==> src/sv/tmwf_pkg.sv <==
// Shared types and constants for the trimuon mass window filter.
`timescale 1ns / 1ps
package tmwf_pkg;

  // Default store depth per charge
  localparam int unsigned MaxMuonsDef = 8;

  // Field widths
  localparam int unsigned IdW   = 25;
  localparam int unsigned StW   = 8;
  localparam int unsigned PtW   = 21;
  localparam int unsigned EtaW  = 14;
  localparam int unsigned MomW  = 22;
  localparam int unsigned MassW = 22;
  localparam int unsigned CfgW  = 25;
  localparam int unsigned CfgIdxW = 3;
  localparam int unsigned InDataW = 160;
  localparam int unsigned OutDataW = 8;

  // Register indexes
  localparam logic [CfgIdxW-1:0] RegTargetId = 3'd0;
  localparam logic [CfgIdxW-1:0] RegPtMin    = 3'd1;
  localparam logic [CfgIdxW-1:0] RegEtaMax   = 3'd2;
  localparam logic [CfgIdxW-1:0] RegStatus   = 3'd3;
  localparam logic [CfgIdxW-1:0] RegMassMin  = 3'd4;
  localparam logic [CfgIdxW-1:0] RegMassMax  = 3'd5;

  // Muon particle code (negative sign is mu plus)
  localparam logic signed [IdW-1:0] MuMinusId = 25'sd13;
  localparam logic signed [IdW-1:0] MuPlusId  = -25'sd13;

  // Triplet side: which store gives the single muon
  localparam logic SideNegSingle = 1'b0;
  localparam logic SidePosSingle = 1'b1;

  // Controller to datapath commands
  typedef struct packed {
    logic load_item;
    logic store_wr;
    logic set_ovf;
    logic issue;
    logic side;
    logic load_out;
    logic clear_event;
  } tmwf_cmd_t;

  // Datapath to controller status
  typedef struct packed {
    logic mu_neg;
    logic mu_pos;
    logic last;
    logic found;
    logic busy;
    logic out_free;
  } tmwf_stat_t;

endpackage

==> src/sv/tmwf_ctrl.sv <==
// Controller: item sequencing and triplet index generation.
`timescale 1ns / 1ps
module tmwf_ctrl
  import tmwf_pkg::*;
#(
  parameter int unsigned MAX_MUONS = MaxMuonsDef,
  localparam int unsigned IW = $clog2(MAX_MUONS),
  localparam int unsigned CW = $clog2(MAX_MUONS + 1)
) (
  input  logic          clk_i,
  input  logic          rst_ni,
  input  logic          in_valid_i,
  output logic          in_ready_o,
  output tmwf_cmd_t     cmd_o,
  input  tmwf_stat_t    stat_i,
  output logic [IW-1:0] idx_i_o,
  output logic [IW-1:0] idx_j_o,
  output logic [IW-1:0] idx_k_o,
  input  logic [CW-1:0] neg_cnt_i,
  input  logic [CW-1:0] pos_cnt_i
);

  typedef enum logic [2:0] {
    StIdle, StCheck, StStart, StSearch, StDrain, StEmit
  } state_e;

  state_e        state_q, state_d;
  logic          side_q, side_d;
  logic [IW-1:0] i_q, i_d, j_q, j_d, k_q, k_d;

  // Store sizes seen from each side
  logic [CW:0] neg_n, pos_n, na, nb, i1, j2, k1;
  logic        side0_ok, side1_ok, full;

  always_comb begin
    neg_n    = {1'b0, neg_cnt_i};
    pos_n    = {1'b0, pos_cnt_i};
    na       = (side_q == SideNegSingle) ? neg_n : pos_n;
    nb       = (side_q == SideNegSingle) ? pos_n : neg_n;
    i1       = (CW+1)'(i_q) + 1'b1;
    j2       = (CW+1)'(j_q) + 2'd2;
    k1       = (CW+1)'(k_q) + 1'b1;
    side0_ok = (neg_n != '0) && (pos_n >= 2);
    side1_ok = (pos_n != '0) && (neg_n >= 2);
    full     = stat_i.mu_neg ? (neg_n == (CW+1)'(MAX_MUONS))
                             : (pos_n == (CW+1)'(MAX_MUONS));
  end

  // Next state and commands
  always_comb begin
    state_d = state_q;
    side_d  = side_q;
    i_d     = i_q;
    j_d     = j_q;
    k_d     = k_q;
    cmd_o   = '0;
    cmd_o.side = side_q;
    in_ready_o = 1'b0;
    unique case (state_q)
      StIdle: begin
        in_ready_o = 1'b1;
        if (in_valid_i) begin
          cmd_o.load_item = 1'b1;
          state_d = StCheck;
        end
      end
      StCheck: begin
        if (stat_i.mu_neg || stat_i.mu_pos) begin
          if (full) begin
            cmd_o.set_ovf = 1'b1;
            state_d = stat_i.last ? StEmit : StIdle;
          end else begin
            cmd_o.store_wr = 1'b1;
            state_d = stat_i.found ? (stat_i.last ? StEmit : StIdle) : StStart;
          end
        end else begin
          state_d = stat_i.last ? StEmit : StIdle;
        end
      end
      StStart: begin
        i_d = '0;
        j_d = '0;
        k_d = IW'(1);
        if (side0_ok) begin
          side_d  = SideNegSingle;
          state_d = StSearch;
        end else if (side1_ok) begin
          side_d  = SidePosSingle;
          state_d = StSearch;
        end else begin
          state_d = StDrain;
        end
      end
      StSearch: begin
        cmd_o.issue = 1'b1;
        if (k1 < nb) begin
          k_d = k1[IW-1:0];
        end else if (j2 < nb) begin
          j_d = j_q + 1'b1;
          k_d = j2[IW-1:0];
        end else if (i1 < na) begin
          i_d = i1[IW-1:0];
          j_d = '0;
          k_d = IW'(1);
        end else if (side_q == SideNegSingle && side1_ok) begin
          side_d = SidePosSingle;
          i_d = '0;
          j_d = '0;
          k_d = IW'(1);
        end else begin
          state_d = StDrain;
        end
      end
      StDrain: begin
        if (!stat_i.busy) state_d = stat_i.last ? StEmit : StIdle;
      end
      StEmit: begin
        if (stat_i.out_free) begin
          cmd_o.load_out    = 1'b1;
          cmd_o.clear_event = 1'b1;
          state_d = StIdle;
        end
      end
      default: state_d = StIdle;
    endcase
  end

  // State and loop counters
  always_ff @(posedge clk_i or negedge rst_ni) begin
    if (!rst_ni) begin
      state_q <= StIdle;
      side_q  <= SideNegSingle;
      i_q     <= '0;
      j_q     <= '0;
      k_q     <= '0;
    end else begin
      state_q <= state_d;
      side_q  <= side_d;
      i_q     <= i_d;
      j_q     <= j_d;
      k_q     <= k_d;
    end
  end

  assign idx_i_o = i_q;
  assign idx_j_o = j_q;
  assign idx_k_o = k_q;

  // Issued triplets use two distinct entries of the pair store
  a_pair_order: assert property (@(posedge clk_i) disable iff (!rst_ni)
    cmd_o.issue |-> k_q > j_q)
    else $error("pair indexes out of order");
  // Issued indexes stay inside the filled part of the stores
  a_idx_range: assert property (@(posedge clk_i) disable iff (!rst_ni)
    cmd_o.issue |-> ((CW+1)'(i_q) < na) && ((CW+1)'(k_q) < nb))
    else $error("triplet index beyond store fill");
  // Results only leave once the mass pipeline is empty
  a_emit_drained: assert property (@(posedge clk_i) disable iff (!rst_ni)
    cmd_o.load_out |-> !stat_i.busy)
    else $error("result loaded with triplets in flight");
  // New items only enter with no triplet in flight
  a_idle_drained: assert property (@(posedge clk_i) disable iff (!rst_ni)
    in_ready_o |-> !stat_i.busy)
    else $error("item accepted during search");

endmodule

==> config.mk <==
export PLATFORM = sky130hd
export DESIGN_NAME = tmwf_ctrl
export DESIGN_NICKNAME = d
export VERILOG_FILES = /design/src/sv/tmwf_pkg.sv /design/src/sv/tmwf_ctrl.sv
export SDC_FILE = /design/constraint.sdc
export NUM_CORES = 1
export LEC_CHECK = 0
export BUFFER_PORTS_ARGS = -buffer_cell sky130_fd_sc_hd__buf_4
export CORE_MARGIN = 4
export CORE_UTILIZATION = 45
export DETAILED_ROUTE_END_ITERATION = 10
export HOLD_SLACK_MARGIN = 0.15
export PLACE_DENSITY = 0.69
export SETUP_SLACK_MARGIN = 0.3
export SYNTH_ARGS = -nofsm -noshare
export SYNTH_HDL_FRONTEND = slang
export SYNTH_SLANG_ARGS = --single-unit
==> constraint.sdc <==
create_clock -name clk_i -period 3.3 [get_ports clk_i]
set_input_delay 0.165 -clock clk_i [delete_from_list [all_inputs] [get_ports clk_i]]
set_output_delay 0.165 -clock clk_i [all_outputs]
set_load 0.01 [all_outputs]
**Yosys cells after proc, flatten, opt, wreduce, memory -nomap -nowiden**

Index checks and enable logic that the tools add are counted.

- Bits of input ports: 17
- Bits in registers: 13
- Output and inout port bits: 17
- Word-level logic and storage cells: 95

- Bitwise gates (word level): 1
- $lt $le $gt $ge: 5
- Multiplexer cells: 48
- Reductions and logical operators: 13
- Add/subtract/negate cells: 4
- Equality and inequality tests: 19

Operators with widths:

| operator | count |
|---|---|
| $mux W3 | 24 |
| $pmux W3 S2 | 3 |
| $pmux W3 S6 | 1 |
| $ne A2 B2 Y1 const B | 8 |
| $mux W1 | 13 |
| $lt A4 B4 Y1 | 3 |
| $add A3 B1 Y4 const B | 2 |
| $eq A4 B4 Y1 const B | 2 |
| $ge A4 B2 Y1 const B | 2 |
| $mux W2 | 4 |
| $mux W4 | 2 |
| $reduce_bool A4 Y1 | 2 |
| $reduce_and A7 Y1 | 1 |
| $eq A3 B2 Y1 const B | 2 |
| $eq A3 B3 Y1 const B | 2 |
| $ne A3 B3 Y1 const B | 2 |
| $reduce_and A6 Y1 | 1 |
| $ne A5 B5 Y1 const B | 1 |
| $add A3 B2 Y4 const B | 1 |
| $ne A4 B4 Y1 const B | 1 |
| $reduce_and A4 Y1 | 1 |
| $add A3 B1 Y3 const B | 1 |
| $eq A3 B1 Y1 const B | 1 |
| $logic_and A1 B1 Y1 | 3 |
| other kinds (7) | 7 |

**Depth between registers and ports, before layout**

Gate-level depths: netlist of run 1.

- Word-level depth: 8
- Mapped depth: 9
- Gate-level depth less buffers: 8

**Least setup slack after synthesis of run 1**

No wires, ideal clock.

- Path type: reg2reg
- From: reg i_q[0] (netlist: idx_i_o[0])
- To: reg i_q[0] (netlist: idx_i_o[0])
- Data arrival time: 2.386 ns
- Required time: 3.175 ns
- Library setup time: 0.125 ns
- Slack: 0.789 ns
- Clock period less this slack: 2.511 ns
- Stages on the path, launching flop included: 9
- Buffers on the path: 0
- Path through: dfrtp_1 -> ha_1 -> xor2_1 -> ha_1 -> or3b_1 -> o221ai_4 -> nand2_2 -> a211oi_4 -> mux2_4

- Cells in the longest elaborated chain, start to end: 6
- Elaborated cells between the ends (all ways): 8
- Classes of those cells: add/sub: 1; order compare: 1; eq/ne: 1; mux: 4; reduce/logical: 1

RTL lines:

| what | RTL line | RTL |
|---|---|---|
| start: declaration | tmwf_ctrl.sv:29 | `logic [IW-1:0] i_q, i_d, j_q, j_d, k_q, k_d;` |
| start signal: assignment | tmwf_ctrl.sv:139 | `i_q <= i_d;` |
| $add A3 B1 Y4 * | tmwf_ctrl.sv:40 | `i1 = (CW+1)'(i_q) + 1'b1;` |
| $lt A4 B4 Y1 | tmwf_ctrl.sv:101 | `end else if (i1 < na) begin` |
| $mux W3 | tmwf_ctrl.sv:101 |  |
| $mux W3 | tmwf_ctrl.sv:98 | `end else if (j2 < nb) begin` |
| $mux W3 | tmwf_ctrl.sv:96 | `if (k1 < nb) begin` |
| $pmux W3 S2 | tmwf_ctrl.sv:59 | `unique case (state_q)` |

Mark *: on every way between the ends. The rest lies on a longest branch, timed or not. The select of a mux whose other input is x is not followed.
A chain may end at the register's enable or synchronous reset.

**Final worst setup path of run 1**

Ends and elaborated chain as after synthesis.

==> results.py, run 1 <==
metrics = {
    "timing": {
        "rsz0062_at_grt": "false",
        "fin_worst_skew_ps": 12.9,
        "hold_slack_ps": 260,
        "setup_viol": 0,
        "tightest_slew_ps": 510,
        "relSlewSlack_pct": 65.8,
        "maxSlewViolCount": 0,
        "fmax_ghz": 0.378,
        "hold_viol_final": 0,
        "setup_tns_ps": 0,
        "finalCriticalPeriod_ps": 2650,
        "post-route-period-util_pct": 80.2,
    },
    "grt": {
        "grt_pass1_vias": 1230,
        "grt.total_usage_pct": 17.3,
        "grt_pass1_wl_mm": 5.69,
        "antenna_found_initial": 0,
        "grt_start_max_net_pins": 14,
        "grt_overflow": 0,
    },
    "synthesis": {
        "synth_top_family_by_area": "compound AO/OA/AOI/OAI gates",
        "yosysWarnings": 0,
        "synthAdderAreaFrac_pct": 11.9,
        "synth_async_sr_flop_share_pct": 100,
        "synth_compound_area_share_pct": 25.4,
        "synth_top_area_share_pct": 23.7,
        "synth_mux_area_share_pct": 10.4,
        "synth.most_common_cell": "inv_1",
        "postSynthNetCount": 172,
        "synthSimpleGateAreaFrac_pct": 20.4,
        "synth_commonest_cells": "14 x inv_1, 13 x dfrtp_1, 13 x ha_1, 9 x mux2i_1, 7 x nor2_1",
        "synth_xor_area_share_pct": 1.28,
        "synth-edff-count": 0,
        "synthesis.area_mm2": 0.00137,
        "synth.avg_cell_area_um2": 9.67,
        "synth_area_leaders": "dfrtp_1 24%, ha_1 12%, mux2i_1 6.6%",
        "synth_seq_cells": 13,
        "ys_seq_area_share_pct": 23.7,
        "synthesis.instances": 142,
        "synthFlopType": "dfrtp_1",
        "synth_largest_area_cell": "dfrtp_1",
        "synth.distinct_cells": 49,
    },
    "detailed_routing": {
        "drc": 0,
        "routed_via_density": 5.90,
        "drtIter0Drc": 36,
        "wl_mm": 3.26,
        "vias": 1222,
        "final_antenna_net_count": 0,
        "routedWlPerCell_um": 15.7,
        "dr.pass1.iters": 4,
    },
    "clock_tree": {
        "cts_setup_buffers": 0,
        "numCtsBuffers": 3,
        "clock-sinks": 13,
        "clock-root-buffer": "clkbuf_4",
        "clk_pin_slew_ps": 90,
        "clockBufferDepth": 2,
        "clock_latency_ps": 280,
        "cts_resized": 0,
        "cts_tree": "done",
        "hold_buffers": 1,
        "htreeDepth": 1,
    },
    "setup_path": {
        "regToRegStartpoint": "idx_i_o[0]",
        "r2r_end": "idx_i_o[0]",
        "path_max_fanout": 6,
        "worstSetupEndpointType": "register",
        "arrival_ps": 2800,
        "critical_path_class": "reg -> reg",
        "rr_worst_depth": 8,
        "reg2reg_slack_ps": 650,
        "cp.required_ps": 3460,
        "cp-start-kind": "register",
        "worstSetupStartpoint": "idx_i_o[0]",
    },
    "cells_and_area": {
        "regArea_um2": 325,
        "fill_cells": 255,
        "drive_above_1_share_pct": 28.4,
        "syn_to_final_growth_pct": 21.2,
        "multi_input_area_um2": 952,
        "antennaDiodeCount": 0,
        "final_cells": 207,
        "layout.nets": 207,
    },
    "place": {
        "place.gp.congestion": 0.839,
        "port_buffers": 33,
        "placed_cells": 202,
        "dp_hpwl_mm": 2.68,
    },
    "power_and_ir_drop": {
        "power.total_uw": 1670,
        "p_leak_uw": 0.000801,
        "p_per_area_mw_per_mm2": 1010,
        "peakVddDrop_v": 0.000545,
    },
    "floorplan": {
        "coreArea_mm2": 0.00283,
        "die_w_um": 63.2,
        "die_h_um": 63.2,
        "rows": 19,
        "pin_count": 34,
        "die_area_mm2": 0.00400,
        "initial_core_util_pct": 48.5,
    },
    "flow_run": {
        "cap_viol_max_count": 0,
    },
    "min_path": {
        "worstHoldPathType": "in -> async",
    },
    "run_status": {
        "outcome": "finished, final reports clean",
    },
}
==> state kept, by name, summed over array words and instances, names as in the netlist <==
signal,flops
idx_i_o,3
idx_k_o,3
idx_j_o,3
state_q,3
side_q,1
==> stage by stage <==
step / util [%] / area, µm² / setup WS [ps]
5_1_grt: 58.8 / 1660 / 495
2_1_floorplan: - / 1370 / 789
4_1_cts: 58.8 / 1660 / 651
3_3_place_gp: 57.5 / 1630 / 689
3_5_place_dp: 57.5 / 1630 / 679
6_report: 58.8 / 1660 / 652
==> worst max-delay path by stage <==
stage | to | slack [ps]
2_1_floorplan | idx_i_o[0] | 790
3_3_place_gp | idx_i_o[0] | 690
3_5_place_dp | idx_i_o[0] | 680
4_1_cts | idx_i_o[0] | 650
5_1_grt | state_q[0] | 490
6_report | idx_i_o[0] | 650
==> area by class of cell <==
cell class / instances / area share [%]
timing repair buffer: 35 / 15.9
multi-input combinational: 109 / 57.2
inverter: 15 / 3.38
clock buffer: 4 / 1.58
sequential: 13 / 19.5
tap: 31 / 2.33
==> placed cells by master (no fill, tap or decap), drive strengths merged, types with 5 or more instances in the layout <==
cell type  Yosys  final
o211ai         6      6
inv           15     15
nand3          5      5
ha            13     13
buf            5     34
nor2           7      7
a21o           5      5
mux2i          9      9
nand2          6      6
dfrtp         13     13
==> layer usage <==
metal | routed length (µm) | up-vias | global-route usage (%)
met1 | 1580 | 583 | 23.9
li1 | - | 604 | -
met4 | 29 | 0 | 4.31
met2 | 1500 | 31 | 27.9
met5 | 0 | - | 0
met3 | 142 | 4 | 2.84
==> power by group <==
group          switching [µW]  internal, µW  total (µW)
Combinational             650           584        1230
Sequential                113           228         340
Clock                    53.4          46.8         100
==> worst max-delay path: stages (launching register included) <==
cell      delay (ps)
dfrtp_1          450
ha_1             240
xor2_1           180
ha_1             250
or3b_1           400
o221ai_4         200
nand2_2          150
a211oi_4         350
mux2_4           330
==> cell families after synthesis <==
family          Yosys count
buf+inv                  20
flops                    13
simple gates             44
mux                      13
xor+xnor                  2
fa+ha+maj                13
compound gates           37
(Power assumes the default switching activity.)
==> inputs of run 2 (changes only) <==
PLACE_DENSITY = 0.72   (was 0.69)
clock period = 2.3 ns   (was 3.3 ns; I/O delays follow)
==> run 2 against run 1 <==
The run now ends with negative setup slack left. Sequential power increased by 33%. First-iteration DRC count grew to 2.9 times the previous value. Via count is 8.3% higher. Combinational power grew 110%. Critical path depth did not move. Largest power group unchanged. Final cell count increased by 14%.
==> results.py, run 2 (synthesized netlist as in run 1, its figures left out) <==
metrics = {
    "run_status": {
        "outcome": "finished, violations left",
        "violations": "negative setup slack",
    },
    "power_and_ir_drop": {
        "power.net_switching_uw": 1390,
        "p_leak_uw": 0.000940,
        "clkPwrFrac_pct": 4.7,
        "p_per_area_mw_per_mm2": 1590,
        "p_sw_share_pct": 44.2,
        "p_int_uw": 1750,
        "peakVddDrop_v": 0.00112,
        "pwr-share-seq_pct": 14.4,
        "p_comb_share_pct": 80.9,
    },
    "timing": {
        "fmax_ghz": 0.416,
        "hold_slack_ps": 216,
        "finalWorstSetupSlack_ps": -105,
        "tightest_slew_ps": 511,
        "fin_worst_skew_ps": 3.11,
        "finalCriticalPeriod_ps": 2410,
        "setup_viol": 9,
        "rsz0062_at_grt": "true",
        "hold_viol_final": 0,
        "post-route-period-util_pct": 105,
        "maxSlewViolCount": 0,
        "relSlewSlack_pct": 65.9,
    },
    "setup_path": {
        "critical_path_class": "reg -> reg",
        "arrival_ps": 2580,
        "regToRegStartpoint": "idx_i_o[0]",
        "r2r_end": "idx_i_o[0]",
        "rr_worst_depth": 8,
        "path_max_fanout": 3,
        "cp-start-kind": "register",
        "cp.required_ps": 2470,
        "worstSetupEndpointType": "register",
        "reg2reg_slack_ps": -110,
    },
    "clock_tree": {
        "numCtsBuffers": 3,
        "cts_tree": "done",
        "clock_latency_ps": 280,
        "clk_pin_slew_ps": 80,
        "clock-root-buffer": "clkbuf_4",
        "clock-sinks": 13,
        "clockBufferDepth": 2,
        "htreeDepth": 1,
    },
    "place": {
        "port_buffers": 33,
        "post-place-ws_ps": -156,
        "placed_cells": 223,
        "dp_hpwl_mm": 2.96,
        "place.gp.congestion": 0.912,
    },
    "cells_and_area": {
        "final_cells": 235,
        "fill_cells": 225,
        "postLayoutCoreUtil_pct": 69.8,
        "syn_to_final_growth_pct": 43.9,
        "antennaDiodeCount": 0,
        "final_cell_mix": "61 x buf_4, 14 x inv_1, 10 x dfrtp_1",
        "final_common_cell": "buf_4",
        "drive_above_1_share_pct": 46.1,
        "layout.nets": 235,
    },
    "detailed_routing": {
        "wl_mm": 3.76,
        "routedWlPerCell_um": 16.0,
        "drtIter0Drc": 103,
        "vias": 1324,
        "drc": 0,
        "final_antenna_net_count": 0,
        "routed_via_density": 5.63,
        "dr.pass1.iters": 4,
    },
    "grt": {
        "grt_pass1_vias": 1361,
        "antenna_found_initial": 0,
        "grt_start_max_net_pins": 14,
        "grt.total_usage_pct": 19.4,
        "grt_overflow": 0,
        "grt_pass1_wl_mm": 6.23,
    },
    "min_path": {
        "worstHoldPathType": "in -> async",
    },
    "floorplan": {
        "coreArea_mm2": 0.00283,
        "die_h_um": 63.2,
        "rows": 19,
        "initial_core_util_pct": 48.5,
        "die_area_mm2": 0.00400,
        "die_w_um": 63.2,
        "pin_count": 34,
    },
    "flow_run": {
        "cap_viol_max_count": 0,
    },
}
-- run 2: critical path, stage by stage (launching register included) --
cell      delay (ps)
dfrtp_1          410
ha_2             190
xor2_2           150
ha_2             180
or3b_4           370
o221ai_4         230
nand2_4          110
a211oi_4         310
mux2_4           330
-- run 2: timing repair --
item / 4_1_cts / 5_1_grt
pin swaps: 1 / 8
setup buffers: 1 / 6
endpoints found under the hold margin: 13 / 0
resized for setup: 4 / 10
setup endpoints to repair: 13 / 13
hold buffers: 1 / 0
-- run 2: power by group through the flow --
stage          Sequential, µW  Combinational [µW]  Clock (µW)
4_1_cts                   445                2300         155
3_3_place_gp              437                2140           0
5_1_grt                   470                2740         172
2_1_floorplan             461                1430           0
6_report                  452                2540         148
3_5_place_dp              447                2200           0
-- run 2: cell type report --
| cell class | instances | area, µm² | share of cell area (%) |
|---|---|---|---|
| clock buffers | 4 | 26.3 | 1.33 |
| multi-input cells | 109 | 1050 | 52.9 |
| inverters | 15 | 56.3 | 2.85 |
| well taps | 31 | 38.8 | 1.96 |
| repair buffers | 63 | 479 | 24.3 |
| flip-flops and latches | 13 | 329 | 16.7 |
-- run 2: per-layer routing --
metal	GRT usage [%]	vias up	part of all wire, %
met4	7.82	0	1.8
met2	33.3	29	52
met3	4.62	10	3.2
li1	-	660	-
met1	23.0	625	43
met5	0	-	0
-- run 2: how the worst max path moves through the flow --
stage	from	end	slack [ps]	cells after the start
floorplan	idx_i_o[0]	idx_i_o[0]	-110	8
global placement	idx_i_o[1]	idx_i_o[0]	-70	8
detailed placement	side_q	state_q[0]	-160	9
CTS	idx_i_o[0]	idx_i_o[0]	-140	8
global route	idx_i_o[0]	idx_i_o[1]	-210	9
finish	idx_i_o[0]	idx_i_o[0]	-110	8
-- run 2: stage by stage --
step | setup TNS (ps) | cell area, µm² | total power [µW]
final | -595 | 1980 | 3140
after global placement | -320 | 1810 | 2580
after detailed placement | -911 | 1810 | 2650
after CTS | -904 | 1870 | 2900
after global routing | -1640 | 1980 | 3390
after floorplan | -115 | 1400 | 1890
==> inputs of run 3 (changes only) <==
PLACE_DENSITY = 0.69   (was 0.72)
clock period = 2.62 ns   (was 2.3 ns; I/O delays follow)
==> run 3 against run 2 <==
Maximum frequency increased by 0.52%. The run now ends clean. Global-route usage is 0.41 points lower. Sequential share of layout area grew 0.85 points. Largest power group unchanged. Worst setup slack improved by 330 ps. Routed wire length decreased by 2.2%.
==> results.py, run 3 (synthesized netlist as in run 1, its figures left out) <==
metrics = {
    "flow_run": {
        "cap_viol_max_count": 0,
    },
    "timing": {
        "tightest_slew_ps": 490,
        "setup_tns_ps": 0,
        "hold_slack_ps": 261,
        "relSlewSlack_pct": 67.1,
        "fin_worst_skew_ps": 3.89,
        "hold_viol_final": 0,
        "finalCriticalPeriod_ps": 2390,
        "rsz0062_at_grt": "true",
        "fmax_ghz": 0.418,
        "post-route-period-util_pct": 91.3,
        "maxSlewViolCount": 0,
        "setup_viol": 0,
    },
    "grt": {
        "grt.busiest_layer": "met2",
        "grt.total_usage_pct": 19.0,
        "met1_usage_pct": 24.4,
        "grt.met3_usage_pct": 3.55,
        "use_met2_pct": 31.1,
        "grt_overflow": 0,
        "grt_pass1_wl_mm": 6.12,
        "antenna_found_initial": 0,
        "grt_start_max_net_pins": 14,
        "grt_pass1_vias": 1329,
    },
    "min_path": {
        "worstHoldPathType": "in -> async",
    },
    "power_and_ir_drop": {
        "p_sw_share_pct": 45.9,
        "p_comb_share_pct": 79.0,
        "peakVddDrop_v": 0.000707,
        "clkPwrFrac_pct": 5.0,
        "p_int_uw": 1420,
        "power.net_switching_uw": 1200,
        "p_leak_uw": 0.000872,
        "p_per_area_mw_per_mm2": 1390,
        "pwr-share-seq_pct": 16.0,
    },
    "setup_path": {
        "cp.required_ps": 2780,
        "cp-start-kind": "register",
        "worstSetupEndpointType": "register",
        "arrival_ps": 2550,
        "path_max_fanout": 4,
        "rr_worst_depth": 8,
        "critical_path_class": "reg -> reg",
    },
    "place": {
        "port_buffers": 33,
        "placed_cells": 206,
        "placed_cell_area_mm2": 0.00167,
        "place.gp.congestion": 0.845,
        "dp_hpwl_mm": 2.68,
    },
    "cells_and_area": {
        "final_cells": 222,
        "layout.nets": 222,
        "final_cell_mix": "46 x buf_4, 14 x inv_1, 10 x dfrtp_1",
        "final_area_mm2": 0.00188,
        "final_common_cell": "buf_4",
        "drive_above_1_share_pct": 41.4,
        "antennaDiodeCount": 0,
        "postLayoutCoreUtil_pct": 66.4,
        "syn_to_final_growth_pct": 36.9,
        "fill_cells": 227,
    },
    "floorplan": {
        "coreArea_mm2": 0.00283,
        "die_area_mm2": 0.00400,
        "initial_core_util_pct": 48.5,
        "die_w_um": 63.2,
        "rows": 19,
        "pin_count": 34,
        "die_h_um": 63.2,
    },
    "clock_tree": {
        "clock-sinks": 13,
        "cts_tree": "done",
        "numCtsBuffers": 3,
        "clock_latency_ps": 280,
        "clock-root-buffer": "clkbuf_4",
        "clockBufferDepth": 2,
        "clk_pin_slew_ps": 80,
        "htreeDepth": 1,
    },
    "detailed_routing": {
        "wl_mm": 3.68,
        "dr.pass1.iters": 4,
        "drc": 0,
        "drtIter0Drc": 32,
        "routed_via_density": 5.78,
        "routedWlPerCell_um": 16.6,
        "final_antenna_net_count": 0,
        "vias": 1284,
    },
    "run_status": {
        "outcome": "finished, final reports clean",
    },
}
==> run 3: changes by cell type in the layout (fill, tap and decap cells not counted), sizes merged <==
cell	delta
buf	-13
==> run 3: stage by stage <==
step           worst slack, ps  power [µW]
6_report                   227        2620
4_1_cts                    251        2350
3_3_place_gp              98.8        2030
2_1_floorplan              205        1630
5_1_grt                    124        2810
3_5_place_dp              91.6        2060
==> run 3: what timing repair did <==
action | CTS | global route
setup buffers | 7 | 4
resized for setup | 8 | 12
setup endpoints to repair | 13 | 13
hold endpoints to repair | 13 | 0
hold buffers | 1 | 0
gates cloned | 0 | 0
pin swaps | 4 | 10
==> run 3: per-layer routing <==
layer  wire length, µm  up-vias
met5                 0        -
met4                46        0
met1              1680      604
li1                  -      627
met2              1750       48
met3               201        5
==> run 3: final cells by class <==
class                   instances  area (µm²)  area share, %
repair buffers                 50         389           20.7
well taps                      31        38.8           2.06
multi-input cells             109        1040           55.3
flip-flops and latches         13         329           17.5
inverters                      15        56.3           3.00
clock buffers                   4        26.3           1.40
==> run 3: path summary, 6_finish.rpt <==
path	slack (ps)	startpoint	end
min	260	rst_ni	idx_i_o[1]
max in group asynchronous	2170	rst_ni	idx_k_o[0]
min reg2reg	610	idx_i_o[2]	idx_i_o[2]
max	230	idx_i_o[0]	idx_k_o[2]
max reg2reg	230	idx_i_o[0]	idx_k_o[2]
min in group clk_i	290	stat_i[3]	state_q[0]
==> run 3: power by group through the flow <==
stage               Clock (µW)  Combinational (µW)  Sequential, µW
floorplan                    0                1240             393
global placement             0                1620             412
detailed placement           0                1640             416
CTS                        129                1820             399
global route               141                2240             433
finish                     130                2070             420
==> run 3: critical path: stages (launching register included) <==
cell	delay (ps)
dfrtp_2	440
ha_4	170
xor2_2	180
ha_2	190
or3b_4	380
o221ai_4	210
nand2b_1	140
a2111oi_4	430
o21ai_1	130
